$ cat config.mk
export PLATFORM = sky130hd
export DESIGN_NAME = playfair_encrypt_stream_flat
export DESIGN_NICKNAME = d
export VERILOG_FILES = /design/src/rtl/pfe_pkg.sv /design/src/rtl/pfe_if.sv /design/src/rtl/pfe_ram.sv /design/src/rtl/pfe_ctrl.sv /design/src/rtl/pfe_datapath.sv /design/src/rtl/playfair_encrypt_stream.sv /design/src/flat_wrapper.sv
export SDC_FILE = /design/constraint.sdc
export NUM_CORES = 1
export LEC_CHECK = 0
export BUFFER_PORTS_ARGS = -buffer_cell sky130_fd_sc_hd__buf_2
export CAP_MARGIN = 20
export CORE_MARGIN = 3
export CORE_UTILIZATION = 25
export CTS_BUF_LIST = sky130_fd_sc_hd__clkbuf_4
export CTS_CLUSTER_DIAMETER = 200
export DETAILED_ROUTE_END_ITERATION = 6
export PLACE_DENSITY = 0.41
export SYNTH_ARGS = -nofsm -noshare
export SYNTH_HDL_FRONTEND = slang
export SYNTH_HIERARCHICAL = 1
export SYNTH_SLANG_ARGS = --single-unit
$ cat constraint.sdc
create_clock -name clk -period 4.9 [get_ports clk]
set_input_delay 0.735 -clock clk [delete_from_list [all_inputs] [get_ports clk]]
set_output_delay 0.735 -clock clk [all_outputs]
set_load 0.02 [all_outputs]
$ cat src/rtl/pfe_pkg.sv
`default_nettype none

package pfe_pkg;

  // square geometry and letter coding
  localparam int SQUARE_SIDE = 5;
  localparam int CELLS       = SQUARE_SIDE * SQUARE_SIDE;
  localparam int LETTERS     = 26;
  localparam int LETTER_W    = 5;
  localparam int OP_W        = 2;
  localparam int RC_W        = $clog2(SQUARE_SIDE);
  localparam int CELL_W      = $clog2(CELLS);
  localparam int FILL_W      = $clog2(CELLS + 1);

  localparam logic [LETTER_W-1:0] CODE_I      = 5'd8;
  localparam logic [LETTER_W-1:0] CODE_J      = 5'd9;
  localparam logic [LETTER_W-1:0] CODE_X      = 5'd23;
  localparam logic [LETTER_W-1:0] LAST_LETTER = LETTER_W'(LETTERS - 1);

  // operation codes
  localparam logic [OP_W-1:0] OP_KEY     = 2'd0;
  localparam logic [OP_W-1:0] OP_KEY_END = 2'd1;
  localparam logic [OP_W-1:0] OP_TEXT    = 2'd2;

  // cell of a letter in the square
  typedef struct packed {
    logic [RC_W-1:0] row;
    logic [RC_W-1:0] col;
  } pos_t;

  localparam int POS_W = $bits(pos_t);

  typedef enum logic [2:0] {
    ST_IDLE,
    ST_DECODE,
    ST_FILL,
    ST_TEXT,
    ST_RD_POS,
    ST_RD_KEY,
    ST_SEND
  } state_t;

  // controller to datapath
  typedef struct packed {
    logic load;
    logic key_place;
    logic fill_step;
    logic text_decide;
    logic pos_rd;
    logic key_rd;
    logic out_load;
    logic pair_next;
  } cmd_t;

  // datapath to controller
  typedef struct packed {
    logic [OP_W-1:0] op;
    logic            key_closed;
    logic            fill_last;
    logic [1:0]      pair_cnt;
    logic            more_pairs;
    logic            out_free;
  } status_t;

  // step one place along a row or column, wrapping
  function automatic logic [RC_W-1:0] wrap_inc(input logic [RC_W-1:0] v);
    return (v == RC_W'(SQUARE_SIDE - 1)) ? '0 : v + 1'b1;
  endfunction

  // linear cell number of a square position
  function automatic logic [CELL_W-1:0] cell_index(input pos_t p);
    return CELL_W'(p.row * SQUARE_SIDE) + CELL_W'(p.col);
  endfunction

endpackage

`default_nettype wire

$ cat src/rtl/pfe_if.sv
`default_nettype none

// input letter channel
interface pfe_in_if;
  import pfe_pkg::*;
  logic                valid;
  logic                ready;
  logic [OP_W-1:0]     operation;
  logic [LETTER_W-1:0] letter;
  logic                message_last;

  modport source (output valid, operation, letter, message_last, input ready);
  modport sink   (input valid, operation, letter, message_last, output ready);
endinterface

// digraph result channel
interface pfe_out_if;
  import pfe_pkg::*;
  logic                valid;
  logic                ready;
  logic [LETTER_W-1:0] first_cipher;
  logic [LETTER_W-1:0] second_cipher;
  logic                run_last;
  logic                message_end;

  modport source (output valid, first_cipher, second_cipher, run_last, message_end,
                  input ready);
  modport sink   (input valid, first_cipher, second_cipher, run_last, message_end,
                  output ready);
endinterface

`default_nettype wire

$ cat src/rtl/pfe_ram.sv
`default_nettype none

module pfe_ram #(
  parameter int WIDTH = 8,
  parameter int DEPTH = 32
) (
  input  wire logic                     clk,
  input  wire logic                     we,
  input  wire logic [$clog2(DEPTH)-1:0] waddr,
  input  wire logic [WIDTH-1:0]         wdata,
  input  wire logic                     re,
  input  wire logic [$clog2(DEPTH)-1:0] raddr0,
  input  wire logic [$clog2(DEPTH)-1:0] raddr1,
  output logic      [WIDTH-1:0]         rdata0,
  output logic      [WIDTH-1:0]         rdata1
);

  logic [WIDTH-1:0] mem [DEPTH];

  // one write port, two registered read ports
  always_ff @(posedge clk) begin
    if (we) begin
      mem[waddr] <= wdata;
    end
    if (re) begin
      rdata0 <= mem[raddr0];
      rdata1 <= mem[raddr1];
    end
  end

endmodule

`default_nettype wire

$ cat src/rtl/pfe_ctrl.sv
`default_nettype none

module pfe_ctrl (
  input  wire logic             clk,
  input  wire logic             rst_n,
  input  wire logic             in_valid,
  output logic                  in_ready,
  input  wire pfe_pkg::status_t st,
  output pfe_pkg::cmd_t         cmd
);
  import pfe_pkg::*;

  state_t state_r, state_nxt;

  // state register; reset starts with the square fill pass
  always_ff @(posedge clk) begin
    if (!rst_n) begin
      state_r <= ST_FILL;
    end else begin
      state_r <= state_nxt;
    end
  end

  // next state and commands
  always_comb begin
    state_nxt = state_r;
    cmd       = '0;
    in_ready  = (state_r == ST_IDLE);
    case (state_r)
      ST_IDLE: begin
        if (in_valid) begin
          cmd.load  = 1'b1;
          state_nxt = ST_DECODE;
        end
      end
      ST_DECODE: begin
        case (st.op)
          OP_KEY: begin
            cmd.key_place = 1'b1;
            state_nxt     = ST_IDLE;
          end
          OP_KEY_END: state_nxt = st.key_closed ? ST_IDLE : ST_FILL;
          OP_TEXT:    state_nxt = st.key_closed ? ST_TEXT : ST_FILL;
          default:    state_nxt = ST_IDLE;
        endcase
      end
      ST_FILL: begin
        cmd.fill_step = 1'b1;
        if (st.fill_last) begin
          state_nxt = (st.op == OP_TEXT) ? ST_TEXT : ST_IDLE;
        end
      end
      ST_TEXT: begin
        cmd.text_decide = 1'b1;
        state_nxt       = (st.pair_cnt == 2'd0) ? ST_IDLE : ST_RD_POS;
      end
      ST_RD_POS: begin
        cmd.pos_rd = 1'b1;
        state_nxt  = ST_RD_KEY;
      end
      ST_RD_KEY: begin
        cmd.key_rd = 1'b1;
        state_nxt  = ST_SEND;
      end
      ST_SEND: begin
        if (st.out_free) begin
          cmd.out_load = 1'b1;
          if (st.more_pairs) begin
            cmd.pair_next = 1'b1;
            state_nxt     = ST_RD_POS;
          end else begin
            state_nxt = ST_IDLE;
          end
        end
      end
      default: state_nxt = ST_IDLE;
    endcase
  end

endmodule

`default_nettype wire

$ cat src/rtl/pfe_datapath.sv
`default_nettype none

module pfe_datapath (
  input  wire logic                           clk,
  input  wire logic                           rst_n,
  input  wire logic [pfe_pkg::OP_W-1:0]       in_operation,
  input  wire logic [pfe_pkg::LETTER_W-1:0]   in_letter,
  input  wire logic                           in_message_last,
  input  wire pfe_pkg::cmd_t                  cmd,
  output pfe_pkg::status_t                    st,
  input  wire logic                           out_ready,
  output logic                                out_valid,
  output logic      [pfe_pkg::LETTER_W-1:0]   out_first_cipher,
  output logic      [pfe_pkg::LETTER_W-1:0]   out_second_cipher,
  output logic                                out_run_last,
  output logic                                out_message_end
);
  import pfe_pkg::*;

  // latched item
  logic [OP_W-1:0]     op_r;
  logic [LETTER_W-1:0] letter_r;
  logic                last_r;

  // key state
  logic [LETTERS-1:0]  used_r, used_nxt;
  logic [FILL_W-1:0]   fill_cnt_r, fill_cnt_nxt;
  pos_t                fill_pos_r, fill_pos_nxt;
  logic                key_closed_r, key_closed_nxt;
  logic [LETTER_W-1:0] fill_j_r;

  // pending plaintext letter
  logic [LETTER_W-1:0] pend_r, pend_nxt;
  logic                pend_vld_r, pend_vld_nxt;

  // queued digraphs
  logic [LETTER_W-1:0] a0_r, b0_r, a1_r, b1_r;
  logic [1:0]          pair_cnt_r;
  logic                pair_idx_r;

  // output register
  logic                out_valid_r;
  logic [LETTER_W-1:0] out_first_r, out_second_r;
  logic                out_run_last_r, out_msg_end_r;

  // placement
  logic                clear_key;
  logic [LETTERS-1:0]  eff_used;
  logic [FILL_W-1:0]   eff_cnt;
  pos_t                eff_pos;
  logic [LETTER_W-1:0] cand;
  logic                place_en;

  // digraph decision
  logic                dec_letter_ok;
  logic [LETTER_W-1:0] dec_a0, dec_b0, dec_a1, dec_b1;
  logic [1:0]          dec_cnt;

  // lookups
  logic [LETTER_W-1:0] cur_a, cur_b;
  logic [POS_W-1:0]    pos_a_q, pos_b_q;
  pos_t                pa, pb, c1, c2;
  logic [LETTER_W-1:0] key_q1, key_q2;
  logic                out_free;

  // latch the accepted item, j folded into i
  always_ff @(posedge clk) begin
    if (!rst_n) begin
      op_r <= OP_KEY_END;
    end else if (cmd.load) begin
      op_r <= in_operation;
    end
  end

  always_ff @(posedge clk) begin
    if (cmd.load) begin
      letter_r <= (in_letter == CODE_J) ? CODE_I : in_letter;
      last_r   <= in_message_last;
    end
  end

  // key letter after key end starts from an empty square
  assign clear_key = cmd.key_place && key_closed_r;
  assign eff_used  = clear_key ? '0 : used_r;
  assign eff_cnt   = clear_key ? '0 : fill_cnt_r;
  assign eff_pos   = clear_key ? '0 : fill_pos_r;
  assign cand      = cmd.fill_step ? fill_j_r : letter_r;
  assign place_en  = (cmd.key_place || cmd.fill_step) && (cand <= LAST_LETTER) &&
                     (cand != CODE_J) && (eff_cnt != FILL_W'(CELLS)) && !eff_used[cand];

  // key state update
  always_comb begin
    used_nxt       = eff_used;
    fill_cnt_nxt   = eff_cnt;
    fill_pos_nxt   = eff_pos;
    key_closed_nxt = key_closed_r;
    if (place_en) begin
      used_nxt     = eff_used | (LETTERS'(1) << cand);
      fill_cnt_nxt = eff_cnt + 1'b1;
      if (eff_pos.col == RC_W'(SQUARE_SIDE - 1)) begin
        fill_pos_nxt.row = eff_pos.row + 1'b1;
        fill_pos_nxt.col = '0;
      end else begin
        fill_pos_nxt.col = eff_pos.col + 1'b1;
      end
    end
    if (clear_key) begin
      key_closed_nxt = 1'b0;
    end else if (cmd.fill_step && fill_j_r == LAST_LETTER) begin
      key_closed_nxt = 1'b1;
    end
  end

  // pairing of plaintext letters
  always_comb begin
    logic [LETTER_W-1:0] p_l;
    logic                p_v;
    p_l           = pend_r;
    p_v           = pend_vld_r;
    dec_a0        = pend_r;
    dec_b0        = CODE_X;
    dec_a1        = pend_r;
    dec_b1        = CODE_X;
    dec_cnt       = 2'd0;
    dec_letter_ok = (letter_r <= LAST_LETTER);
    if (dec_letter_ok) begin
      if (p_v) begin
        dec_a0  = p_l;
        dec_cnt = 2'd1;
        if (p_l == letter_r) begin
          dec_b0 = CODE_X;
        end else begin
          dec_b0 = letter_r;
          p_v    = 1'b0;
          p_l    = '0;
        end
      end else begin
        p_l = letter_r;
        p_v = 1'b1;
      end
    end
    if (last_r && p_v) begin
      if (dec_cnt == 2'd0) begin
        dec_a0 = p_l;
        dec_b0 = CODE_X;
      end else begin
        dec_a1 = p_l;
        dec_b1 = CODE_X;
      end
      dec_cnt = dec_cnt + 2'd1;
      p_v     = 1'b0;
      p_l     = '0;
    end
    pend_nxt     = p_l;
    pend_vld_nxt = p_v;
    if (clear_key) begin
      pend_nxt     = '0;
      pend_vld_nxt = 1'b0;
    end else if (!cmd.text_decide) begin
      pend_nxt     = pend_r;
      pend_vld_nxt = pend_vld_r;
    end
  end

  // control registers
  always_ff @(posedge clk) begin
    if (!rst_n) begin
      used_r       <= '0;
      fill_cnt_r   <= '0;
      fill_pos_r   <= '0;
      key_closed_r <= 1'b1;
      fill_j_r     <= '0;
      pend_r       <= '0;
      pend_vld_r   <= 1'b0;
      pair_cnt_r   <= '0;
      pair_idx_r   <= 1'b0;
    end else begin
      used_r       <= used_nxt;
      fill_cnt_r   <= fill_cnt_nxt;
      fill_pos_r   <= fill_pos_nxt;
      key_closed_r <= key_closed_nxt;
      pend_r       <= pend_nxt;
      pend_vld_r   <= pend_vld_nxt;
      if (cmd.fill_step) begin
        fill_j_r <= (fill_j_r == LAST_LETTER) ? '0 : fill_j_r + 1'b1;
      end
      if (cmd.text_decide) begin
        pair_cnt_r <= dec_cnt;
        pair_idx_r <= 1'b0;
      end else if (cmd.pair_next) begin
        pair_idx_r <= 1'b1;
      end
    end
  end

  // digraph letters
  always_ff @(posedge clk) begin
    if (cmd.text_decide) begin
      a0_r <= dec_a0;
      b0_r <= dec_b0;
      a1_r <= dec_a1;
      b1_r <= dec_b1;
    end
  end

  assign cur_a = pair_idx_r ? a1_r : a0_r;
  assign cur_b = pair_idx_r ? b1_r : b0_r;

  // letter to position table
  pfe_ram #(.WIDTH(POS_W), .DEPTH(LETTERS)) u_pos_ram (
    .clk    (clk),
    .we     (place_en),
    .waddr  (cand),
    .wdata  (eff_pos),
    .re     (cmd.pos_rd),
    .raddr0 (cur_a),
    .raddr1 (cur_b),
    .rdata0 (pos_a_q),
    .rdata1 (pos_b_q)
  );

  // same row, same column and rectangle rules
  always_comb begin
    pa = pos_t'(pos_a_q);
    pb = pos_t'(pos_b_q);
    if (pa.row == pb.row) begin
      c1 = '{row: pa.row, col: wrap_inc(pa.col)};
      c2 = '{row: pb.row, col: wrap_inc(pb.col)};
    end else if (pa.col == pb.col) begin
      c1 = '{row: wrap_inc(pa.row), col: pa.col};
      c2 = '{row: wrap_inc(pb.row), col: pb.col};
    end else begin
      c1 = '{row: pa.row, col: pb.col};
      c2 = '{row: pb.row, col: pa.col};
    end
  end

  // key square
  pfe_ram #(.WIDTH(LETTER_W), .DEPTH(CELLS)) u_key_ram (
    .clk    (clk),
    .we     (place_en),
    .waddr  (cell_index(eff_pos)),
    .wdata  (cand),
    .re     (cmd.key_rd),
    .raddr0 (cell_index(c1)),
    .raddr1 (cell_index(c2)),
    .rdata0 (key_q1),
    .rdata1 (key_q2)
  );

  // result register, freed by a transfer
  assign out_free = !out_valid_r || out_ready;

  always_ff @(posedge clk) begin
    if (!rst_n) begin
      out_valid_r <= 1'b0;
    end else if (cmd.out_load) begin
      out_valid_r <= 1'b1;
    end else if (out_ready) begin
      out_valid_r <= 1'b0;
    end
  end

  always_ff @(posedge clk) begin
    if (cmd.out_load) begin
      out_first_r    <= key_q1;
      out_second_r   <= key_q2;
      out_run_last_r <= !st.more_pairs;
      out_msg_end_r  <= last_r && !st.more_pairs;
    end
  end

  // status
  always_comb begin
    st            = '0;
    st.op         = op_r;
    st.key_closed = key_closed_r;
    st.fill_last  = (fill_j_r == LAST_LETTER);
    st.pair_cnt   = dec_cnt;
    st.more_pairs = !pair_idx_r && (pair_cnt_r == 2'd2);
    st.out_free   = out_free;
  end

  assign out_valid         = out_valid_r;
  assign out_first_cipher  = out_first_r;
  assign out_second_cipher = out_second_r;
  assign out_run_last      = out_run_last_r;
  assign out_message_end   = out_msg_end_r;

endmodule

`default_nettype wire

$ cat src/rtl/playfair_encrypt_stream.sv
// Playfair encryption over a 5x5 key square, one item at a time.
// in_ch carries items: operation (key letter, end of key, plaintext letter),
// letter (A=0..Z=25, J folded into I) and message_last. out_ch carries one
// enciphered digraph per transfer, with run_last on the last digraph of an
// item and message_end on the final digraph of a message.
// Steps, from the input transfer:
//   key letter: placed in the square, no result
//   end of key with an open key: a 26-letter fill walk, one a cycle
//   plaintext letter: paired with any pending letter; each digraph is read from
//   the position memory, then the key square, and registered; an open key
//   adds the fill walk first.
// The rate is set by the two lookups per digraph: letter position memory,
// then key square memory, each with a registered read.
// Reset: the square is loaded with the plain alphabet by a 26-letter pass;
// in_ch.ready stays low until it ends.
// A stalled receiver holds the digraph in the output register; the next
// item is still taken, and its first digraph waits until the register frees.
`default_nettype none

module playfair_encrypt_stream (
  input  wire logic clk,
  input  wire logic rst_n,
  pfe_in_if.sink    in_ch,
  pfe_out_if.source out_ch
);
  import pfe_pkg::*;

  cmd_t    cmd;
  status_t st;

  // sequencer
  pfe_ctrl u_ctrl (
    .clk      (clk),
    .rst_n    (rst_n),
    .in_valid (in_ch.valid),
    .in_ready (in_ch.ready),
    .st       (st),
    .cmd      (cmd)
  );

  // key square, pairing and lookups
  pfe_datapath u_datapath (
    .clk               (clk),
    .rst_n             (rst_n),
    .in_operation      (in_ch.operation),
    .in_letter         (in_ch.letter),
    .in_message_last   (in_ch.message_last),
    .cmd               (cmd),
    .st                (st),
    .out_ready         (out_ch.ready),
    .out_valid         (out_ch.valid),
    .out_first_cipher  (out_ch.first_cipher),
    .out_second_cipher (out_ch.second_cipher),
    .out_run_last      (out_ch.run_last),
    .out_message_end   (out_ch.message_end)
  );

  // a result is only loaded into a free output register
  a_load_free: assert property (@(posedge clk) disable iff (!rst_n)
    cmd.out_load |-> st.out_free)
    else $error("output register overwritten");

  // one item in flight
  a_one_item: assert property (@(posedge clk) disable iff (!rst_n)
    (in_ch.valid && in_ch.ready) |=> !in_ch.ready)
    else $error("second item taken while busy");

  // message end only on an item's last digraph
  a_end_last: assert property (@(posedge clk) disable iff (!rst_n)
    (out_ch.valid && out_ch.message_end) |-> out_ch.run_last)
    else $error("message end before last digraph");

  // a second digraph follows only a load of the first
  a_pair_next: assert property (@(posedge clk) disable iff (!rst_n)
    cmd.pair_next |-> cmd.out_load)
    else $error("pair advanced without a result");

endmodule

`default_nettype wire
$ cat src/flat_wrapper.sv
// flat-port wrapper written by rule: the top's interface ports become plain ports
module playfair_encrypt_stream_flat import pfe_pkg::*;
  (clk, rst_n, in_ch_valid, in_ch_operation, in_ch_letter, in_ch_message_last, in_ch_ready, out_ch_valid, out_ch_first_cipher, out_ch_second_cipher, out_ch_run_last, out_ch_message_end, out_ch_ready);
  pfe_in_if in_ch_i ();
  pfe_out_if out_ch_i ();
  input  wire logic clk;
  input  wire logic rst_n;
  input wire logic [$bits(in_ch_i.valid)-1:0] in_ch_valid;
  input wire logic [$bits(in_ch_i.operation)-1:0] in_ch_operation;
  input wire logic [$bits(in_ch_i.letter)-1:0] in_ch_letter;
  input wire logic [$bits(in_ch_i.message_last)-1:0] in_ch_message_last;
  output wire logic [$bits(in_ch_i.ready)-1:0] in_ch_ready;
  output wire logic [$bits(out_ch_i.valid)-1:0] out_ch_valid;
  output wire logic [$bits(out_ch_i.first_cipher)-1:0] out_ch_first_cipher;
  output wire logic [$bits(out_ch_i.second_cipher)-1:0] out_ch_second_cipher;
  output wire logic [$bits(out_ch_i.run_last)-1:0] out_ch_run_last;
  output wire logic [$bits(out_ch_i.message_end)-1:0] out_ch_message_end;
  input wire logic [$bits(out_ch_i.ready)-1:0] out_ch_ready;
  assign in_ch_i.valid = in_ch_valid;
  assign in_ch_i.operation = in_ch_operation;
  assign in_ch_i.letter = in_ch_letter;
  assign in_ch_i.message_last = in_ch_message_last;
  assign in_ch_ready = in_ch_i.ready;
  assign out_ch_valid = out_ch_i.valid;
  assign out_ch_first_cipher = out_ch_i.first_cipher;
  assign out_ch_second_cipher = out_ch_i.second_cipher;
  assign out_ch_run_last = out_ch_i.run_last;
  assign out_ch_message_end = out_ch_i.message_end;
  assign out_ch_i.ready = out_ch_ready;
  playfair_encrypt_stream u_core (.clk(clk), .rst_n(rst_n), .in_ch(in_ch_i), .out_ch(out_ch_i));
endmodule
-- Word-level counts from Yosys, hierarchy flattened
Memories as Yosys holds them, arrays and structs flattened. A register that Yosys moved wholly into a read port is not among the register bits.
Cells that the tools add are included.
- add/sub/neg operators: 12
- multipliers: 3
- magnitude comparators: 3
- equal/unequal tests: 24
- shifts and indexed selects: 1
- mux-type cells: 69
- bitwise logic cells: 2
- reductions and logical operators: 24
- operators with widths (kind ; count):
    5-bit 2-to-1 mux ; 19
    26-bit 2-to-1 mux ; 2
    6-bit 2-to-1 mux ; 6
    3-bit 2-to-1 mux ; 11
    26-bit bitwise OR ; 1
    1-bit by 5-bit << shifter with 26-bit output, first input constant ; 1
    3-bit equality test, second input constant ; 8
    1-bit 2-to-1 mux ; 23
    3-bit case mux with 7 select lines ; 1
    3-bit by 1-bit adder with 3-bit output, second input constant ; 6
    5-bit by 3-bit adder with 5-bit output ; 3
    3-bit by 3-bit multiplier with 5-bit output, second input constant ; 3
    5-bit by 1-bit adder with 5-bit output, second input constant ; 2
    5-bit <= comparator, second input constant ; 2
    2-bit 2-to-1 mux ; 5
    1-bit logical AND ; 9
    3-bit by 2-bit equality test with 1-bit output, second input constant ; 2
    3-bit equality test ; 2
    2-bit logical NOT ; 3
    5-bit by 6-bit < comparator with 1-bit output, second input constant ; 1
    1-bit binary-select mux with 5-bit select ; 1
    5-bit by 4-bit equality test with 1-bit output, second input constant ; 1
    5-bit equality test ; 1
    5-bit equality test, second input constant ; 1
    16 further kinds ; 24
- register bits: 91
- memory bits (writable): 281
- input bits: 12
- output and inout port bits: 14
- logic and storage cells: 162
- memories: 2
- memories (name ; depth ; bits a word ; rd ports ; clocked after memory_dff ; wr ports ; RTL line ; source):
    u_core.u_datapath.u_pos_ram.mem ; 26 ; 6 ; 2 ; 2 ; 1 ; pfe_ram.sv:18 ; logic [WIDTH-1:0] mem [DEPTH];
    u_core.u_datapath.u_key_ram.mem ; 25 ; 5 ; 2 ; 2 ; 1 ; pfe_ram.sv:18 ;

-- Depth between registers and ports, before layout
- word-level depth: 11
- depth in mapped cells: 18
- depth with buffers taken out: 17

-- Modules after synthesis
Netlist, hierarchy kept.
- by module, submodules not included (module ; instances ; cells an instance ; area each (um^2)):
    pfe_ram at u_core.u_datapath.u_pos_ram ; 1 ; 448 ; 7816.2
    pfe_ram at u_core.u_datapath.u_key_ram ; 1 ; 373 ; 6392.4
    pfe_datapath ; 1 ; 518 ; 5168.7
    pfe_ctrl ; 1 ; 45 ; 351.6

-- Worst setup path after synthesis
OpenSTA, ideal clock, no wires.
- path kind: reg2reg
- start point: register u_core.u_ctrl.state_r[0]
- end point: memory u_core/u_datapath/u_key_ram/mem[16][0] (netlist bit), enable pin
- library setup time: 0.339 ns
- data arrival time: 3.833 ns
- data required time: 4.561 ns
- setup slack: 0.728 ns
- cell stages (with the launch flop): 15
- buffers on the path: 2
- cell sequence: dfxtp_1 -> buf_6 -> nor3b_1 -> and2_1 -> nand2_1 -> clkbuf_1 -> and2_1 -> ha_1 -> ha_1 -> ha_1 -> a21o_1 -> a21oi_1 -> xnor2_1 -> or3b_2 -> nor2_1
- RTL lines (element ; RTL line ; source):
    from (decl) ; pfe_ctrl.sv:13 ; state_t state_r, state_nxt;
    from (signal assigned) ; pfe_ctrl.sv:20 ; state_r <= state_nxt;
    to (decl) ; pfe_ram.sv:18 ;

-- Worst setup path in the final report
- start point: register u_core.u_datapath.u_pos_ram.rdata1[3], read port of u_core.u_datapath.u_pos_ram.mem
- end point: register u_core.u_datapath.u_key_ram.rdata0[1], read port of u_core.u_datapath.u_key_ram.mem (data pin)
- longest elaborated chain between the ends: 4
- ends and longest elaborated chain (element ; RTL line ; source):
    from (decl) ; pfe_ram.sv:15 ; output logic [WIDTH-1:0] rdata1
    3-bit equality test (*) ; pfe_datapath.sv:226 ; if (pa.row == pb.row) begin
    6-bit 2-to-1 mux (*) ; pfe_datapath.sv:226 ;
    3-bit by 3-bit multiplier with 5-bit output ; pfe_pkg.sv:72 ; return CELL_W'(p.row * SQUARE_SIDE) + CELL_W'(p.col);
    5-bit by 3-bit adder with 5-bit output (*) ; pfe_pkg.sv:72 ;
    to (decl) ; pfe_ram.sv:14 ; output logic [WIDTH-1:0] rdata0,
Every way passes the cells marked *; elsewhere a longest branch is shown, timed or not.
A chain may end at the register's enable or synchronous reset.

==> results.yml <==
place:
  pre_cts_slack_ns: 0.108
  placed_area_mm2: 0.0212
  place_congestion: 0.787
  io_buffers: 25
  detailed_place_hpwl_um: 37300
detailed_routing:
  dr_wl_met3_um: 2630
  wl_met1_um: 24700
  drtPass1Iterations: 5
  route.met2.wl_um: 25600
  ant_nets: 0
  drt_drc_violations_left: 0
  maxUsedRoutingLayer: "met4"
  finalWirelength_um: 54000
  viasPerCell: 4.77
  wl_per_cell_um: 20.4
  dr_total_vias: 12600
  drt_iter0_markers: 1063
power:
  swShare: 0.245
  pwr-share-clk: 0.413
  p_comb_frac: 0.061
  p_seq_frac: 0.526
  internal_power_uw: 5420
  peakVddDrop_v: 0.000143
  powerDensity_mw_per_mm2: 316
  power_switching_uw: 1760
  p_leak_uw: 0.00781
final_layout:
  final_core_util: 0.292
  nets: 1569
  fillerInstances: 8005
  drive_gt1_frac: 0.268
  area_growth_pct: 15.2
  design_area_mm2: 0.0227
  multi_input_area_mm2: 0.00783
  regArea_mm2: 0.0113
synthesis:
  synth_largest_area_cell: "edfxtp_1"
  syn-num-nets: 1442
  postSynthCellCount: 1384
  yosysWarningCount: 6
  synth_common_cells: "edfxtp_1 (336), nand2_1 (95), mux2i_1 (92), nor2_1 (92), mux4_2 (87)"
  syn_area_mm2: 0.0197
  synth.most_common_cell: "edfxtp_1"
  ys_types: 77
  synth-seq-area-share: 0.570
  synth_flop_cell: "edfxtp_1"
  synthArstFlopShare: 0
  synth_enable_flop_cells: 336
  ys_ff_latch: 394
  synthTopCellsByArea: "edfxtp_1 (51%), mux4_2 (9.9%), dfxtp_1 (5.9%), mux2i_1 (4.7%), ha_1 (2.7%)"
  avgSynthCellArea_um2: 14.3
  synth_top_area_frac: 0.511
run:
  maxCapViolations: 0
clock_tree:
  cts.path.max_buffers: 3
  cts_root_buf: "clkbuf_4"
  numCtsBuffers: 110
  cts_sinks: 394
  cts_setup_buffers: 0
  cts_tree: "done"
  clk_latency_ns: 0.93
  htree_num_levels: 3
  clk_pin_slew_ns: 0.06
critical_path:
  cp.arrival_ns: 5.08
  crit_type: "reg -> reg"
  cp-start-kind: "register"
  required_ns: 5.54
  crit_path_max_fanout: 9
  critPathCaptureType: "register"
grt:
  grt_usage: 0.131
  antenna_found_initial: 4
  grt_pass1_wl_um: 81700
  grt_max_degree: 36
  grt_pass1_vias: 12900
  gr-total-overflow: 0
worst_hold_path:
  holdCritPathClass: "in -> reg"
sta:
  setup-tns-final_ns: 0
  finalHoldViolCount: 0
  finalMaxSlewViolations: 0
  final.min_clock_period_ns: 4.44
  skew_ns: 0.0984
  slew_headroom: 0.337
  fin_ws_ns: 0.463
  post-route-period-util: 0.906
  fmax_mhz: 225
  finalSetupViolCount: 0
  rsz0062_at_grt: "false"
  tightest_slew_ns: 0.993
floorplanning:
  die_h_um: 287
  dieArea_mm2: 0.0823
  coreArea_mm2: 0.0778
  fp.dieW_um: 287
  initial_core_util: 0.253
  rows: 102
  ios: 26
status:
  status: "finished clean"
final cells by class:
cell class	instances	share of cell area
Sequential cell	394	0.495
Multi-Input combinational cell	857	0.345
Tap cell	1040	0.0573
Clock buffer	151	0.0499
Timing Repair Buffer	113	0.0351
Clock inverter	45	0.0113
Inverter	35	0.00578
Antenna cell	9	0.000991
cells by family after synthesis:
group / count (synthesis) / synth area share
buf+inv: 133 / 0.0343
compound gates: 207 / 0.0791
xor+xnor: 23 / 0.0102
mux: 223 / 0.183
flops: 394 / 0.570
fa+ha+maj: 46 / 0.0303
simple gates: 358 / 0.0923
per-stage QoR:
stage	std cells	power, uW	hold WS [ns]
2_1_floorplan	1384	4110	0.400
3_3_place_gp	2434	4290	0.407
3_5_place_dp	2434	4290	0.405
4_1_cts	2635	7320	0.0212
5_1_grt	2643	7570	0.00312
6_report	2644	7180	0.112
flip-flops by register name (all words and copies together) (netlist names), 6 cells and up:
| name | count |
|---|---|
| u_core/u_datapath/u_pos_ram/rdata0 | 6 |
| u_core/u_datapath/used_r | 26 |
| u_core/u_datapath/u_pos_ram/mem | 156 |
| u_core/u_datapath/u_pos_ram/rdata1 | 6 |
| u_core/u_datapath/fill_pos_r | 6 |
| u_core/u_datapath/u_key_ram/mem | 125 |
power by group through the flow:
stage	combinational (uW)	clock [uW]	sequential, uW
3_5_place_dp	442	0	3850
4_1_cts	447	3100	3780
3_3_place_gp	441	0	3850
2_1_floorplan	277	0	3830
6_report	440	2970	3780
5_1_grt	479	3310	3780
critical path, cell delays in order, from the launching register on:
cell and delay, ns:
edfxtp_1 0.45, xor2_1 0.18, nor3_1 0.09, nor4_2 0.41, buf_4 0.22, nand2_1 0.05, o21ai_0 0.22, ha_1 0.28
ha_1 0.32, ha_1 0.30, a21o_1 0.18, a21oi_1 0.16, xor2_1 0.19, xnor2_1 0.17, inv_1 0.28, nand2_1 0.19
o22ai_1 0.39, o211ai_1 0.16
path summary, 6_finish.rpt:
kind                                         start                                      to  slack (ns)  cells after the start
max          u_core/u_datapath/u_pos_ram/rdata1[3]   u_core/u_datapath/u_key_ram/rdata0[1]        0.46                     17
max reg2reg  u_core/u_datapath/u_pos_ram/rdata1[3]   u_core/u_datapath/u_key_ram/rdata0[1]        0.46                     17
min                             in_ch_operation[0]               u_core/u_datapath/op_r[0]        0.11                      3
min reg2reg  u_core/u_datapath/u_key_ram/rdata1[2]  u_core/u_datapath/out_second_cipher[2]        0.42                      0
routing by layer:
metal  global-route usage  vias to the layer above
met1                0.177                     6383
met5                    0                        -
met4               0.0410                        0
met3               0.0278                       94
met2                0.211                      351
li1                     -                     5773
placed cells by master, fill, tap and decap left out, drive strengths merged, types with 7 or more instances in the layout:
cell type and count:
mux4 101, clkbuf 151, and3 8, nand2 95
o22ai 11, nand3 19, nor3 18, nor2b 20
nor2 94, clkinv 38, mux2i 94, nand4 8
a22oi 34, dfxtp 58, inv 39, o21a 8
or2 11, nand3b 11, ha 43, xnor2 10
o221ai 7, xor2 13, nand2b 15, nor3b 11
or3b 7, a31oi 10, and2 18, o21ai 31
mux2 28, a21oi 21, o211ai 21, diode 9
buf 108, a32o 27, or3 7, edfxtp 336
what timing repair did:
action / CTS / global route
hold endpoints to repair: 5 / 0
hold buffers: 5 / 0
setup endpoints to repair: 0 / 7
gates resized for setup: 0 / 3
Note: power is estimated with default switching activity, not from simulation.
